`src/hw/rtl/assert_macros.svh`:
```
// Assertion helpers for the fraction unit.
`ifndef ASSERT_MACROS_SVH
`define ASSERT_MACROS_SVH

// Check a property on every rising edge of clk outside reset.
`define RAU_ASSERT(lbl, prop, msg) \
  lbl: assert property (@(posedge clk) disable iff (!rst_n) (prop)) else $error(msg);

// Check that a condition implies another in the same cycle.
`define RAU_IMPLY(lbl, cond, prop, msg) \
  lbl: assert property (@(posedge clk) disable iff (!rst_n) (cond) |-> (prop)) else $error(msg);

`endif

```
`src/hw/rtl/rau_pkg.sv`:
```
`default_nettype none
package rau_pkg;
  localparam int unsigned OPERAND_WIDTH = 64;
  localparam int unsigned WORD_W        = 64;
  localparam int unsigned WIDE_W        = 128;

  typedef enum logic [2:0] {
    OP_NORM = 3'd0,
    OP_ADD  = 3'd1,
    OP_SUB  = 3'd2,
    OP_MUL  = 3'd3,
    OP_DIV  = 3'd4,
    OP_CMP  = 3'd5
  } opcode_t;

  typedef enum logic [3:0] {
    S_IDLE,
    S_NORM,
    S_M1,
    S_M2,
    S_M3,
    S_COMB,
    S_RED,
    S_GCD,
    S_DIV1,
    S_DIV2,
    S_FIN
  } state_t;
endpackage
`default_nettype wire

```
`src/hw/rtl/rau_mul.sv`:
```
`default_nettype none
// Shift-add multiplier, one multiplier bit per cycle.
module rau_mul (
  input  wire logic                          clk,
  input  wire logic                          rst_n,
  input  wire logic                          start,
  input  wire logic [rau_pkg::WORD_W-1:0]    a,
  input  wire logic [rau_pkg::WORD_W-1:0]    b,
  output logic                               done,
  output logic [rau_pkg::WIDE_W-1:0]         prod
);
  localparam int unsigned CNT_W = $clog2(rau_pkg::WORD_W) + 1;

  logic [rau_pkg::WORD_W-1:0] a_r, hi_r, lo_r;
  logic [CNT_W-1:0]           cnt_r;
  logic                       run_r, done_r;
  logic [rau_pkg::WORD_W:0]   sum;

  assign sum = {1'b0, hi_r} + {1'b0, (lo_r[0] ? a_r : '0)};

  always_ff @(posedge clk) begin
    if (!rst_n) begin
      run_r  <= 1'b0;
      done_r <= 1'b0;
      cnt_r  <= '0;
    end else begin
      done_r <= 1'b0;
      if (start) begin
        run_r <= 1'b1;
        cnt_r <= CNT_W'(rau_pkg::WORD_W);
      end else if (run_r) begin
        cnt_r <= cnt_r - 1'b1;
        if (cnt_r == CNT_W'(1)) begin
          run_r  <= 1'b0;
          done_r <= 1'b1;
        end
      end
    end
  end

  always_ff @(posedge clk) begin
    if (start) begin
      a_r  <= a;
      hi_r <= '0;
      lo_r <= b;
    end else if (run_r) begin
      hi_r <= sum[rau_pkg::WORD_W:1];
      lo_r <= {sum[0], lo_r[rau_pkg::WORD_W-1:1]};
    end
  end

  assign done = done_r;
  assign prod = {hi_r, lo_r};
endmodule
`default_nettype wire

```
`config.mk`:
```
export PLATFORM = sky130hd
export DESIGN_NAME = rau_mul
export DESIGN_NICKNAME = d
export VERILOG_FILES = /design/src/hw/rtl/assert_macros.svh /design/src/hw/rtl/rau_pkg.sv /design/src/hw/rtl/rau_mul.sv
export SDC_FILE = /design/constraint.sdc
export NUM_CORES = 1
export LEC_CHECK = 0
export BUFFER_PORTS_ARGS = -buffer_cell sky130_fd_sc_hd__buf_2
export CAP_MARGIN = 10
export CORE_UTILIZATION = 50
export DETAILED_ROUTE_END_ITERATION = 8
export PLACE_DENSITY = 0.78
export RECOVER_POWER = 50
export SLEW_MARGIN = 5
export SYNTH_ARGS = -nofsm -noshare
export SYNTH_HDL_FRONTEND = slang
export SYNTH_SLANG_ARGS = --single-unit
```
`constraint.sdc`:
```
create_clock -name clk -period 3.5 [get_ports clk]
set_input_delay 0 -clock clk [delete_from_list [all_inputs] [get_ports clk]]
set_output_delay 0 -clock clk [all_outputs]
set_load 0.01 [all_outputs]
```
---- After elaboration in Yosys (flattened, before gate mapping) ----
Cells that the tools add are included.
cells by class
  equal/unequal tests ..................... 1
  bitwise gates (word level) .............. 2
  $add $sub $neg .......................... 2
  reduce and logical (&&, ||, !) cells .... 3
  muxes and demuxes ....................... 9
operators by type and width
  kind                                                                   count
  64-bit 2-to-1 mux                                                      3
  64-bit by 64-bit adder with 65-bit output                              1
  7-bit 2-to-1 mux                                                       2
  7-bit by 1-bit equality test with 1-bit output, second input constant  1
  7-bit by 1-bit subtractor with 7-bit output, second input constant     1
  1-bit 2-to-1 mux                                                       4
  3-bit OR reduction                                                     1
  1-bit inverter                                                         2
  2-bit nonzero test                                                     1
  2-bit OR reduction                                                     1
word-level totals
  word-level logic and storage cells ...... 24
  output and inout bits ................... 129
  bits of input ports ..................... 131
  bits in registers ....................... 201

---- Depth between registers and ports, before layout ----
  depth after elaboration ................. 4
  mapped depth ............................ 15
  gate-level depth less buffers ........... 13

---- Worst setup path after synthesis ----
Ideal clock, no wire load.
  path kind ............................... flip-flop to flip-flop
  from .................................... register lo_r[0] in the netlist's numbering
  to ...................................... register hi_r[56] in the netlist's numbering
  cell stages (with the launch flop) ...... 16
  path slack .............................. -0.042 ns
  arrival time ............................ 3.481 ns
  setup time .............................. 0.062 ns
  data required time ...................... 3.438 ns
  cell sequence ........................... edfxtp_1 > clkbuf_1 > clkbuf_1 > and2_1 > ha_1 > clkbuf_1 > o21a_1 > o211ai_1 > a21oi_2 > o21ai_1 > o211a_1 > o2111a_1 > o41ai_2 > a221oi_2 > or4_1 > nand3_1
on the way
  word-level cells in the longest chain between the ends .. 2
RTL lines
  what                                       RTL line       RTL
  start, declared                            rau_mul.sv:14  logic [rau_pkg::WORD_W-1:0] a_r, hi_r, lo_r;
  start signal, assigned                     rau_mul.sv:48  lo_r <= {sum[0], lo_r[rau_pkg::WORD_W-1:1]};
  64-bit 2-to-1 mux                          rau_mul.sv:19  assign sum = {1'b0, hi_r} + {1'b0, (lo_r[0] ? a_r : '0)};
  64-bit by 64-bit adder with 65-bit output  rau_mul.sv:19
  end signal, assigned                       rau_mul.sv:47  hi_r <= sum[rau_pkg::WORD_W:1];
  end, declared                              rau_mul.sv:14
No other way between the ends.
A chain may end at the register's enable or synchronous reset.

---- Worst setup path after layout ----
  from .................................... register lo_r[0] in the netlist's numbering
  to ...................................... register hi_r[62] in the netlist's numbering
The elaborated chain is that of the path after synthesis.

==> results.yml <==
critical_path:
  arrival_ns: 4.07
  crit_fanout: 7
  worstReg2RegEnd: "hi_r[62]"
  r2r_start: "lo_r[0]"
  path_class: "reg2reg"
  start_kind: "flip-flop"
  r2r_cells: 14
  crit_chain: "buf_6 -> buf_12 -> and2_4 -> ha_4 -> nand4_1 -> or3_4 -> or2_4 -> a211oi_2 -> nor2_2 -> a311o_1 -> o21ai_2 -> a2111oi_2 -> or4_1 -> a21oi_2"
  r2r_slack_ns: -0.12
  cp.required_ns: 3.96
  cpMaxStageDelayCell: "or4_1"
  max_stage_delay_ns: 0.54
  endpoint_kind: "flip-flop"
detailed_routing:
  drtPass1Iterations: 6
  ant_nets: 0
  routed_wl_um: 34000
  drc: 21
  drt_iter0_markers: 581
  viasPerCell: 5.56
  wl_per_cell_um: 18.5
  vias: 10190
clock_tree:
  clk_path_buf_depth: 3
  clk_pin_slew_worst_paths_ns: 0.06
  worst_skew_pair.late_latency_ns: 0.53
  clock_tree.root_cell: "clkbuf_16"
  cts.sinks: 201
  h-tree-depth: 1
  cts_tree: "built"
  cts-buffers-inserted: 23
logic_synthesis:
  yosys_warnings: 0
  ys.flop_type: "edfxtp_1"
  synth_xor_area_share_pct: 4.68
  synth_cell_types: 61
  muxShareOfSynthArea_pct: 8.91
  ys_seq_area_share_pct: 47.2
  synth_edf_count: 128
  synth_cells: 1089
  synth_nets: 1287
  synth_seq_cells: 201
  avgSynthCellArea_um2: 10.3
  async_reset_ff_share_pct: 0
  synth_top_family_by_area: "compound AO/OA/AOI/OAI gates"
  synth_compound_area_share_pct: 15.5
  yosys.area_share.simple_pct: 13.8
  syn_area_um2: 11200
  synth_adder_area_share_pct: 7.53
sta:
  fin_skew_ns: 0.0183
  clock.fmax_ghz: 0.277
  slew_violations: 0
  fin_crit_sh_pct: 103
  finalSetupViolations: 1
  rsz0062_at_grt: "true"
  layout_min_cycle_time_ns: 3.62
  worstMarginPinSlew_ns: 0.981
  finalWorstSetupSlack_ns: -0.115
  setup_tns_ns: -0.115
  finalHoldViolCount: 0
  slew_headroom_pct: 34.6
run_status:
  violations: "DRC, setup timing"
  outcome: "finished with violations"
power_and_ir_drop:
  combPwrFrac_pct: 24.4
  pwr-share-seq_pct: 41.8
  power_density_nw_per_um2: 438
  peakVddDrop_uv: 419
  power.switching_mw: 2.00
  clockPowerShare_pct: 33.8
  p_leak_nw: 6.78
  power.internal_mw: 4.96
  p_sw_share_pct: 28.7
cells_and_area:
  fin_nets: 1735
  final_common_cell: "buf_2"
  diodes: 0
  fin_util_pct: 72.4
  drive_gt1_share_pct: 32.9
  area_delta_synth_final_pct: 41.5
  most-common-layout-cells: "buf_2 (255), dlygate4sd3_1 (130), edfxtp_1 (128)"
floorplan:
  die_h_um: 152
  core_um2: 22000
  die_x_um: 152
  pin_count: 260
  rows: 54
  design.die.area_um2: 23100
  start_util_pct: 51.2
placement:
  place_congestion: 0.952
  hpwlAfterDp_um: 21800
  placement.io_buffers: 259
global_route:
  grtUsageTotal_pct: 27.1
  grt_pass1_vias: 9994
  grt_max_degree: 113
  overflow: 0
  antenna_found_initial: 0
  grt_pass1_wl_um: 50700
min_path:
  hp-start: "a[8]"
  hold_depth: 2
  worstHoldEndpoint: "a_r[8]"
  hold_class: "in2reg"
job:
  cap_violations: 0
## cell usage after synthesis (5+ instances only)
cell type    n  area [µm²]
nand2b_1     5        31.3
inv_1       21        78.8
o21a_1       9        67.6
a31oi_1      7        43.8
nor4_1       6        37.5
edfxtp_1   128        3840
o21bai_1    22         165
mux2_2      64         721
and2_1      69         432
a21o_1      32         240
nand2_1     83         312
xnor2_1     34         298
nand4_1     19         119
mux2i_1     28         280
o21ai_0     61         305
xor2_1      26         228
nand3_1     12        60.1
ha_1        66         826
a21oi_1     92         460
a211oi_1    10        75.1
nor2_1      93         349
nor3_1      10        50.1
o211ai_1     5        37.5
dfxtp_1     73        1460
clkbuf_1    46         173
## stage by stage
stage          cell area (µm²)  worst slack (ns)  instances  hold slack (ns)  total power, mW
4_1_cts                  15400           0.00791       1824            0.161             6.83
5_1_grt                  15900            -0.209       1834            0.174             7.25
6_report                 15900            -0.115       1834            0.183             6.96
3_3_place_gp             13300           0.00374       1652            0.177             4.33
2_1_floorplan            11300            0.0127       1089           0.0989             3.78
3_5_place_dp             13300            -0.129       1652            0.178             4.36
## layout make-up
cell class	count	area, µm²
well taps	280	350
clock inverters	11	121
multi-input cells	816	6110
repair buffers	474	3320
flip-flops and latches	201	5310
fillers	1520	6060
clock buffers	31	606
inverters	21	78.8
## worst max-delay path by stage
stage                    end  cells past startpoint     from
floorplan           hi_r[62]                     15  lo_r[0]
global placement    hi_r[47]                     14  lo_r[0]
detailed placement  hi_r[49]                     14  lo_r[0]
CTS                 hi_r[62]                     13  lo_r[0]
global route        hi_r[62]                     14  lo_r[0]
finish              hi_r[62]                     14  lo_r[0]
## power groups by stage
stage	logic [mW]	clock network, mW	registers (mW)
after floorplan	0.805	0	2.97
after CTS	1.54	2.39	2.90
after global placement	1.39	0	2.94
after detailed placement	1.42	0	2.94
final	1.70	2.35	2.91
after global routing	1.83	2.48	2.93
## flip-flops by register name (all words and copies together), names as in the netlist
name   cells
done       1
a_r       64
cnt_r      7
lo_r      64
run_r      1
hi_r      64
## routing by layer
metal	vias up	part of all wire (%)	GRT usage [%]
li1	4888	-	-
met1	4805	40	33.5
met2	426	49	47.7
met3	71	7.3	5.45
met4	0	3.2	8.16
met5	-	0	0
## repair_timing
item,CTS,global route
endpoints found under the hold margin,192,0
pin swaps,0,30
gates cloned,0,4
hold buffers,130,0
setup buffers,0,6
gates resized for setup,8,68
setup endpoints to repair,8,20
## logic make-up (layout without fill, tap and decap cells)
| kind of cell | count (synthesis) | in the layout |
|---|---|---|
| flops | 201 | 201 |
| buf+inv | 72 | 537 |
| xor+xnor | 60 | 60 |
| simple gates | 320 | 320 |
| mux | 92 | 92 |
| fa+ha+maj | 67 | 67 |
| compound gates | 277 | 277 |
## critical path: cells and delay by family (launching register included)
kind	cells	cell delay, ns
AOI/OAI and AO/OA	5	1.00
adders and majority gates	1	0.27
buffers and inverters	2	0.30
DFF	1	0.38
and+or+nand+nor	6	1.58
Note: power is estimated with default switching activity, not from simulation.
