**src/hw/rtl/assert_macros.svh**
```systemverilog
// Assertion helpers for the fraction unit.
`ifndef ASSERT_MACROS_SVH
`define ASSERT_MACROS_SVH

// Check a property on every rising edge of clk outside reset.
`define RAU_ASSERT(lbl, prop, msg) \
  lbl: assert property (@(posedge clk) disable iff (!rst_n) (prop)) else $error(msg);

// Check that a condition implies another in the same cycle.
`define RAU_IMPLY(lbl, cond, prop, msg) \
  lbl: assert property (@(posedge clk) disable iff (!rst_n) (cond) |-> (prop)) else $error(msg);

`endif

```
**src/hw/rtl/rau_pkg.sv**
```systemverilog
`default_nettype none
package rau_pkg;
  localparam int unsigned OPERAND_WIDTH = 64;
  localparam int unsigned WORD_W        = 64;
  localparam int unsigned WIDE_W        = 128;

  typedef enum logic [2:0] {
    OP_NORM = 3'd0,
    OP_ADD  = 3'd1,
    OP_SUB  = 3'd2,
    OP_MUL  = 3'd3,
    OP_DIV  = 3'd4,
    OP_CMP  = 3'd5
  } opcode_t;

  typedef enum logic [3:0] {
    S_IDLE,
    S_NORM,
    S_M1,
    S_M2,
    S_M3,
    S_COMB,
    S_RED,
    S_GCD,
    S_DIV1,
    S_DIV2,
    S_FIN
  } state_t;
endpackage
`default_nettype wire

```
**src/hw/rtl/rau_div.sv**
```systemverilog
`default_nettype none
// Restoring divider, one quotient bit per cycle.
module rau_div (
  input  wire logic                        clk,
  input  wire logic                        rst_n,
  input  wire logic                        start,
  input  wire logic [rau_pkg::WIDE_W-1:0]  dividend,
  input  wire logic [rau_pkg::WIDE_W-1:0]  divisor,
  output logic                             done,
  output logic [rau_pkg::WIDE_W-1:0]       quot
);
  localparam int unsigned CNT_W = $clog2(rau_pkg::WIDE_W) + 1;

  logic [rau_pkg::WIDE_W-1:0] q_r, r_r, d_r;
  logic [CNT_W-1:0]           cnt_r;
  logic                       run_r, done_r;
  logic [rau_pkg::WIDE_W:0]   rs, diff;

  assign rs   = {r_r, q_r[rau_pkg::WIDE_W-1]};
  assign diff = rs - {1'b0, d_r};

  always_ff @(posedge clk) begin
    if (!rst_n) begin
      run_r  <= 1'b0;
      done_r <= 1'b0;
      cnt_r  <= '0;
    end else begin
      done_r <= 1'b0;
      if (start) begin
        run_r <= 1'b1;
        cnt_r <= CNT_W'(rau_pkg::WIDE_W);
      end else if (run_r) begin
        cnt_r <= cnt_r - 1'b1;
        if (cnt_r == CNT_W'(1)) begin
          run_r  <= 1'b0;
          done_r <= 1'b1;
        end
      end
    end
  end

  always_ff @(posedge clk) begin
    if (start) begin
      q_r <= dividend;
      r_r <= '0;
      d_r <= divisor;
    end else if (run_r) begin
      // keep the partial remainder when the trial subtract borrows
      if (diff[rau_pkg::WIDE_W]) begin
        r_r <= rs[rau_pkg::WIDE_W-1:0];
        q_r <= {q_r[rau_pkg::WIDE_W-2:0], 1'b0};
      end else begin
        r_r <= diff[rau_pkg::WIDE_W-1:0];
        q_r <= {q_r[rau_pkg::WIDE_W-2:0], 1'b1};
      end
    end
  end

  assign done = done_r;
  assign quot = q_r;
endmodule
`default_nettype wire
```
**config.mk**
```make
export PLATFORM = sky130hd
export DESIGN_NAME = rau_div
export DESIGN_NICKNAME = d
export VERILOG_FILES = /design/src/hw/rtl/assert_macros.svh /design/src/hw/rtl/rau_pkg.sv /design/src/hw/rtl/rau_div.sv
export SDC_FILE = /design/constraint.sdc
export NUM_CORES = 1
export LEC_CHECK = 0
export BUFFER_PORTS_ARGS = -buffer_cell sky130_fd_sc_hd__buf_2
export CORE_MARGIN = 3
export CORE_UTILIZATION = 35
export CTS_BUF_LIST = sky130_fd_sc_hd__clkbuf_2
export CTS_CLUSTER_SIZE = 16
export DETAILED_ROUTE_END_ITERATION = 8
export SYNTH_ARGS = -nofsm -noshare
export SYNTH_HDL_FRONTEND = slang
export SYNTH_SLANG_ARGS = --single-unit
```
**constraint.sdc**
```tcl
create_clock -name clk -period 10.9 [get_ports clk]
set_clock_uncertainty 0.05 [all_clocks]
set_input_delay 1.09 -clock clk [delete_from_list [all_inputs] [get_ports clk]]
set_output_delay 1.09 -clock clk [all_outputs]
set_load 0.01 [all_outputs]
```
Yosys cells after proc, flatten, opt, wreduce, memory -nomap -nowiden
Cells that the tools add are included.
{"block": "op_classes", "n_addsub": 2, "n_eq_ne": 1, "mux": 10, "bitwise": 2, "n_reduce_logical": 3}
{"cell": "two-way mux 128 bit", "n": 3}
{"cell": "subtractor 129 x 128 -> 129 bit", "n": 1}
{"cell": "two-way mux 8 bit", "n": 2}
{"cell": "equality test 8 x 1 -> 1 bit, second input constant", "n": 1}
{"cell": "subtractor 8 x 1 -> 8 bit, second input constant", "n": 1}
{"cell": "two-way mux 1 bit", "n": 5}
{"cell": "OR reduction 3 bit", "n": 1}
{"cell": "NOT 1 bit", "n": 2}
{"cell": "nonzero test 2 bit", "n": 1}
{"cell": "OR reduction 2 bit", "n": 1}
{"block": "totals", "ff_bits": 394, "input_bits": 259, "output_inout_bits": 129, "word_cells": 25}

Longest topological paths before layout
{"block": "depth", "ltp_word": 4, "ltp_mapped": 18, "mapped_depth_nobuf": 16}

Worst setup path after synthesis
Ideal clock, no wire load.
{"block": "synth_path", "kind": "input -> register", "startpoint": "input start", "endpoint": "register q_r, in the netlist quot[0] (enable)", "setup_ns": 0.480, "arrival_time_ns": 4.075, "required_time_ns": 10.370, "path_slack_ns": 6.295, "cell_stages": 4, "path_buffers": 2, "path_cell_list": "clkbuf_1 > nor2_1 > clkbuf_1 > inv_1"}
{"block": "synth_between", "elab_chain_cells": 1}
{"item": "start: declaration", "line_no": "rau_div.sv:6", "rtl": "input wire logic start,"}
{"item": "nonzero test 2 bit (no source line)"}
{"item": "end signal: assignment", "line_no": "rau_div.sv:44", "rtl": "q_r <= dividend;"}
{"item": "end signal: assignment", "line_no": "rau_div.sv:51", "rtl": "q_r <= {q_r[rau_pkg::WIDE_W-2:0], 1'b0};"}
{"item": "end signal: assignment", "line_no": "rau_div.sv:54", "rtl": "q_r <= {q_r[rau_pkg::WIDE_W-2:0], 1'b1};"}
{"item": "end: declaration", "line_no": "rau_div.sv:14", "rtl": "logic [rau_pkg::WIDE_W-1:0] q_r, r_r, d_r;"}
No other way between the ends.
A chain may end at the register's enable or synchronous reset.

Worst setup path after layout
{"block": "layout_path", "startpoint": "register q_r, in the netlist quot[127]", "endpoint": "register r_r[110] (netlist name)"}
{"block": "layout_between", "elab_chain_cells": 2}
{"item": "subtractor 129 x 128 -> 129 bit", "line_no": "rau_div.sv:20", "rtl": "assign diff = rs - {1'b0, d_r};"}
{"item": "two-way mux 128 bit", "line_no": "rau_div.sv:49", "rtl": "if (diff[rau_pkg::WIDE_W]) begin"}
{"item": "end signal: assignment", "line_no": "rau_div.sv:50", "rtl": "r_r <= rs[rau_pkg::WIDE_W-1:0];"}
{"item": "end signal: assignment", "line_no": "rau_div.sv:53", "rtl": "r_r <= diff[rau_pkg::WIDE_W-1:0];"}
{"item": "end: declaration", "line_no": "rau_div.sv:14"}
No other way between the ends.

==> results.ini <==
[drt]
vias_per_cell=5.23
postRouteAntennaNets=0
drt_first_pass_iters=5
drtIter0Drc=1367
drc_errors=0
finalWirelength_mm=81.1
num_vias=22491
detail_route.wl_per_cell_um=18.9

[timing]
max_freq_mhz=221
finalMaxSlewViolations=0
hold_viol_final=0
finalHoldWorstSlack_ns=0.197
slew_headroom_pct=32.4
fin_ws_ns=6.38
final.setup.tns_ns=0
min_period_ns=4.52
rsz0062_at_grt=false
fin_crit_sh_pct=41.4
max_slew.worst_pin.slew_ns=1.01
setup_viol=0

[worst_setup_path]
critPathKind=reg2reg
startpoint=quot[127]
rr_startpoint=quot[127]
crit_end=r_r[110]
crit_arrival_ns=5.52
end_kind=register
crit_fanout=88
required_ns=11.90
start_kind=register
r2r_cells=17
r2r_end=r_r[110]
ff2ff_setup_slack_ns=6.38

[place]
hpwl_mm=58.6
numPortBuffers=387
post-place-ws_ns=6.41
place.gp.congestion=0.915

[layout]
fin_util_pct=44.4
final_common_cell=buf_2
area_growth_pct=25.0
layout_common_cells=386 x buf_2, 333 x nand2_1, 259 x a21oi_1
drive_gt1_share_pct=22.9
nets=3657

[die]
chipHeight_um=270
rows=96
die_area_um2=73000
core_area_um2=68800
io_pins=388
start_util_pct=35.5
die_w_um=270

[clock_tree]
cts_tree=yes
clkTransAtPathRegs_ns=0.11
htree_levels=3
clock-sinks=394
clock_path_buffers=3
cts_root_buf=clkbuf_2
cts_buffers=109
post-cts-setup-buffers=0
clock_latency_ns=1.22

[synth]
post_synth_inst_count=2657
synth_cell_type_count=81
ys.flop_type=edfxtp_1
synth_seq_cells=394
ys_seq_area_share_pct=42.8
synth_edf_count=256
yosysWarnings=0
avgSynthCellArea_um2=9.19
ys_async_sr_fraction_pct=0
syn-num-nets=3047
synth_area_um2=24400

[global_route]
grt-ovfl-total=0
antenna_found_initial=6
grt_pass1_vias=23109
grt_use_total_pct=21.8
grt_max_degree=100
grt_pass1_wl_mm=128

[power_and_ir_drop]
peakVddDrop_mv=0.0893
pwr_density_cell_nw_per_um2=135
report.power.total_mw=4.13
total_leakage_power_nw=12.8

[worst_hold_path]
hold_path.class=in2reg

[outcome]
status=complete, no violations

[job]
maxCapViolations=0

what timing repair did:
| item | 4_1_cts | 5_1_grt |
|---|---|---|
| hold endpoints to repair | 246 | 0 |
| hold buffers | 245 | 0 |
| gates resized for setup | 0 | 0 |
layout make-up:
type / instances / area, um2
sequential: 394 / 10500
clock buffer: 178 / 891
tap: 931 / 1160
fill: 6783 / 38300
antenna: 8 / 20.0
multi-input combinational: 1945 / 12700
timing repair buffer: 646 / 4500
clock inverter: 30 / 159
inverter: 171 / 644
logic make-up after synthesis:
kind of cell | synth area share, %
AO/OA/AOI/OAI | 19.8
XOR/XNOR | 4.52
AND/OR/NAND/NOR | 14.6
buffers and inverters | 5.27
flip-flops | 42.8
multiplexers | 6.28
adder cells (fa/ha/maj) | 6.74
synth_stat cells, types with 8 or more instances:
master | instances | area (um2)
or2_2 | 8 | 50.1
mux2_2 | 129 | 1450
o31ai_1 | 12 | 90.1
o21ai_0 | 110 | 551
and3_1 | 15 | 93.8
dfxtp_1 | 138 | 2760
nand4_1 | 65 | 407
or3_1 | 10 | 62.6
ha_1 | 130 | 1630
clkbuf_1 | 109 | 409
nand2_1 | 333 | 1250
o21ai_1 | 39 | 195
nand2b_1 | 8 | 50.1
nor3_1 | 36 | 180
a311oi_2 | 11 | 165
xor2_1 | 44 | 385
edfxtp_1 | 256 | 7690
and2_1 | 8 | 50.1
a311oi_1 | 54 | 473
buf_4 | 12 | 90.1
o21a_1 | 28 | 210
nor2_1 | 256 | 961
a31oi_1 | 17 | 106
a211oi_1 | 30 | 225
xnor2_1 | 77 | 674
o21bai_1 | 37 | 278
a21oi_1 | 259 | 1300
o211ai_1 | 11 | 82.6
inv_1 | 170 | 638
a221oi_1 | 8 | 70.1
a21boi_0 | 9 | 67.6
nand3_1 | 25 | 125
buf_2 | 21 | 105
a21o_1 | 62 | 465
nor2b_1 | 17 | 106
power by group:
group          internal (mW)  switching, mW  total [mW]  leakage, nW
Sequential              1.74         0.0830        1.82         3.67
Clock                  0.443          0.701        1.14        0.819
Combinational          0.468          0.702        1.17         8.26
Total                   2.65           1.49        4.13         12.8
critical path, stage by stage (launching register included):
cell,delay (ns)
edfxtp_1,0.39
inv_1,0.05
ha_1,0.22
fa_1,0.38
nor2b_1,0.21
o211ai_1,0.15
a21oi_2,0.25
o311ai_4,0.17
nand3b_1,0.13
a211o_1,0.33
a31oi_4,0.16
a211oi_4,0.35
nor2_8,0.09
xor2_4,0.15
buf_4,0.70
and3_1,0.26
a21oi_1,0.05
o22ai_1,0.18
how the worst min path moves through the flow:
stage / cells past startpoint / end / startpoint
after floorplan: 2 / r_r[72] / r_r[72]
after global placement: 2 / r_r[5] / r_r[5]
after detailed placement: 2 / r_r[5] / r_r[5]
after CTS: 2 / quot[117] / dividend[117]
after global routing: 2 / quot[92] / dividend[92]
final: 2 / quot[36] / dividend[36]
through the flow:
step / instances / area (um2)
after floorplan: 2657 / 24400
after global placement: 3842 / 27000
after detailed placement: 3842 / 27000
after CTS: 4295 / 30500
after global routing: 4302 / 30500
final: 4303 / 30500
routing by layer:
metal	GRT usage, %	routed length [um]	vias to the layer above	part of all wire [%]
met5	0	13	-	0.016
met4	9.19	3260	2	4.0
met3	4.79	5110	185	6.3
met2	36.8	38500	768	47
met1	26.7	34200	10624	42
li1	-	-	10912	-
flip-flops by register name, indices dropped and copies added (netlist names):
name   count
run_r      1
quot     128
done       1
cnt_r      8
d_r      128
r_r      128
Note: power is estimated with default switching activity, not from simulation.
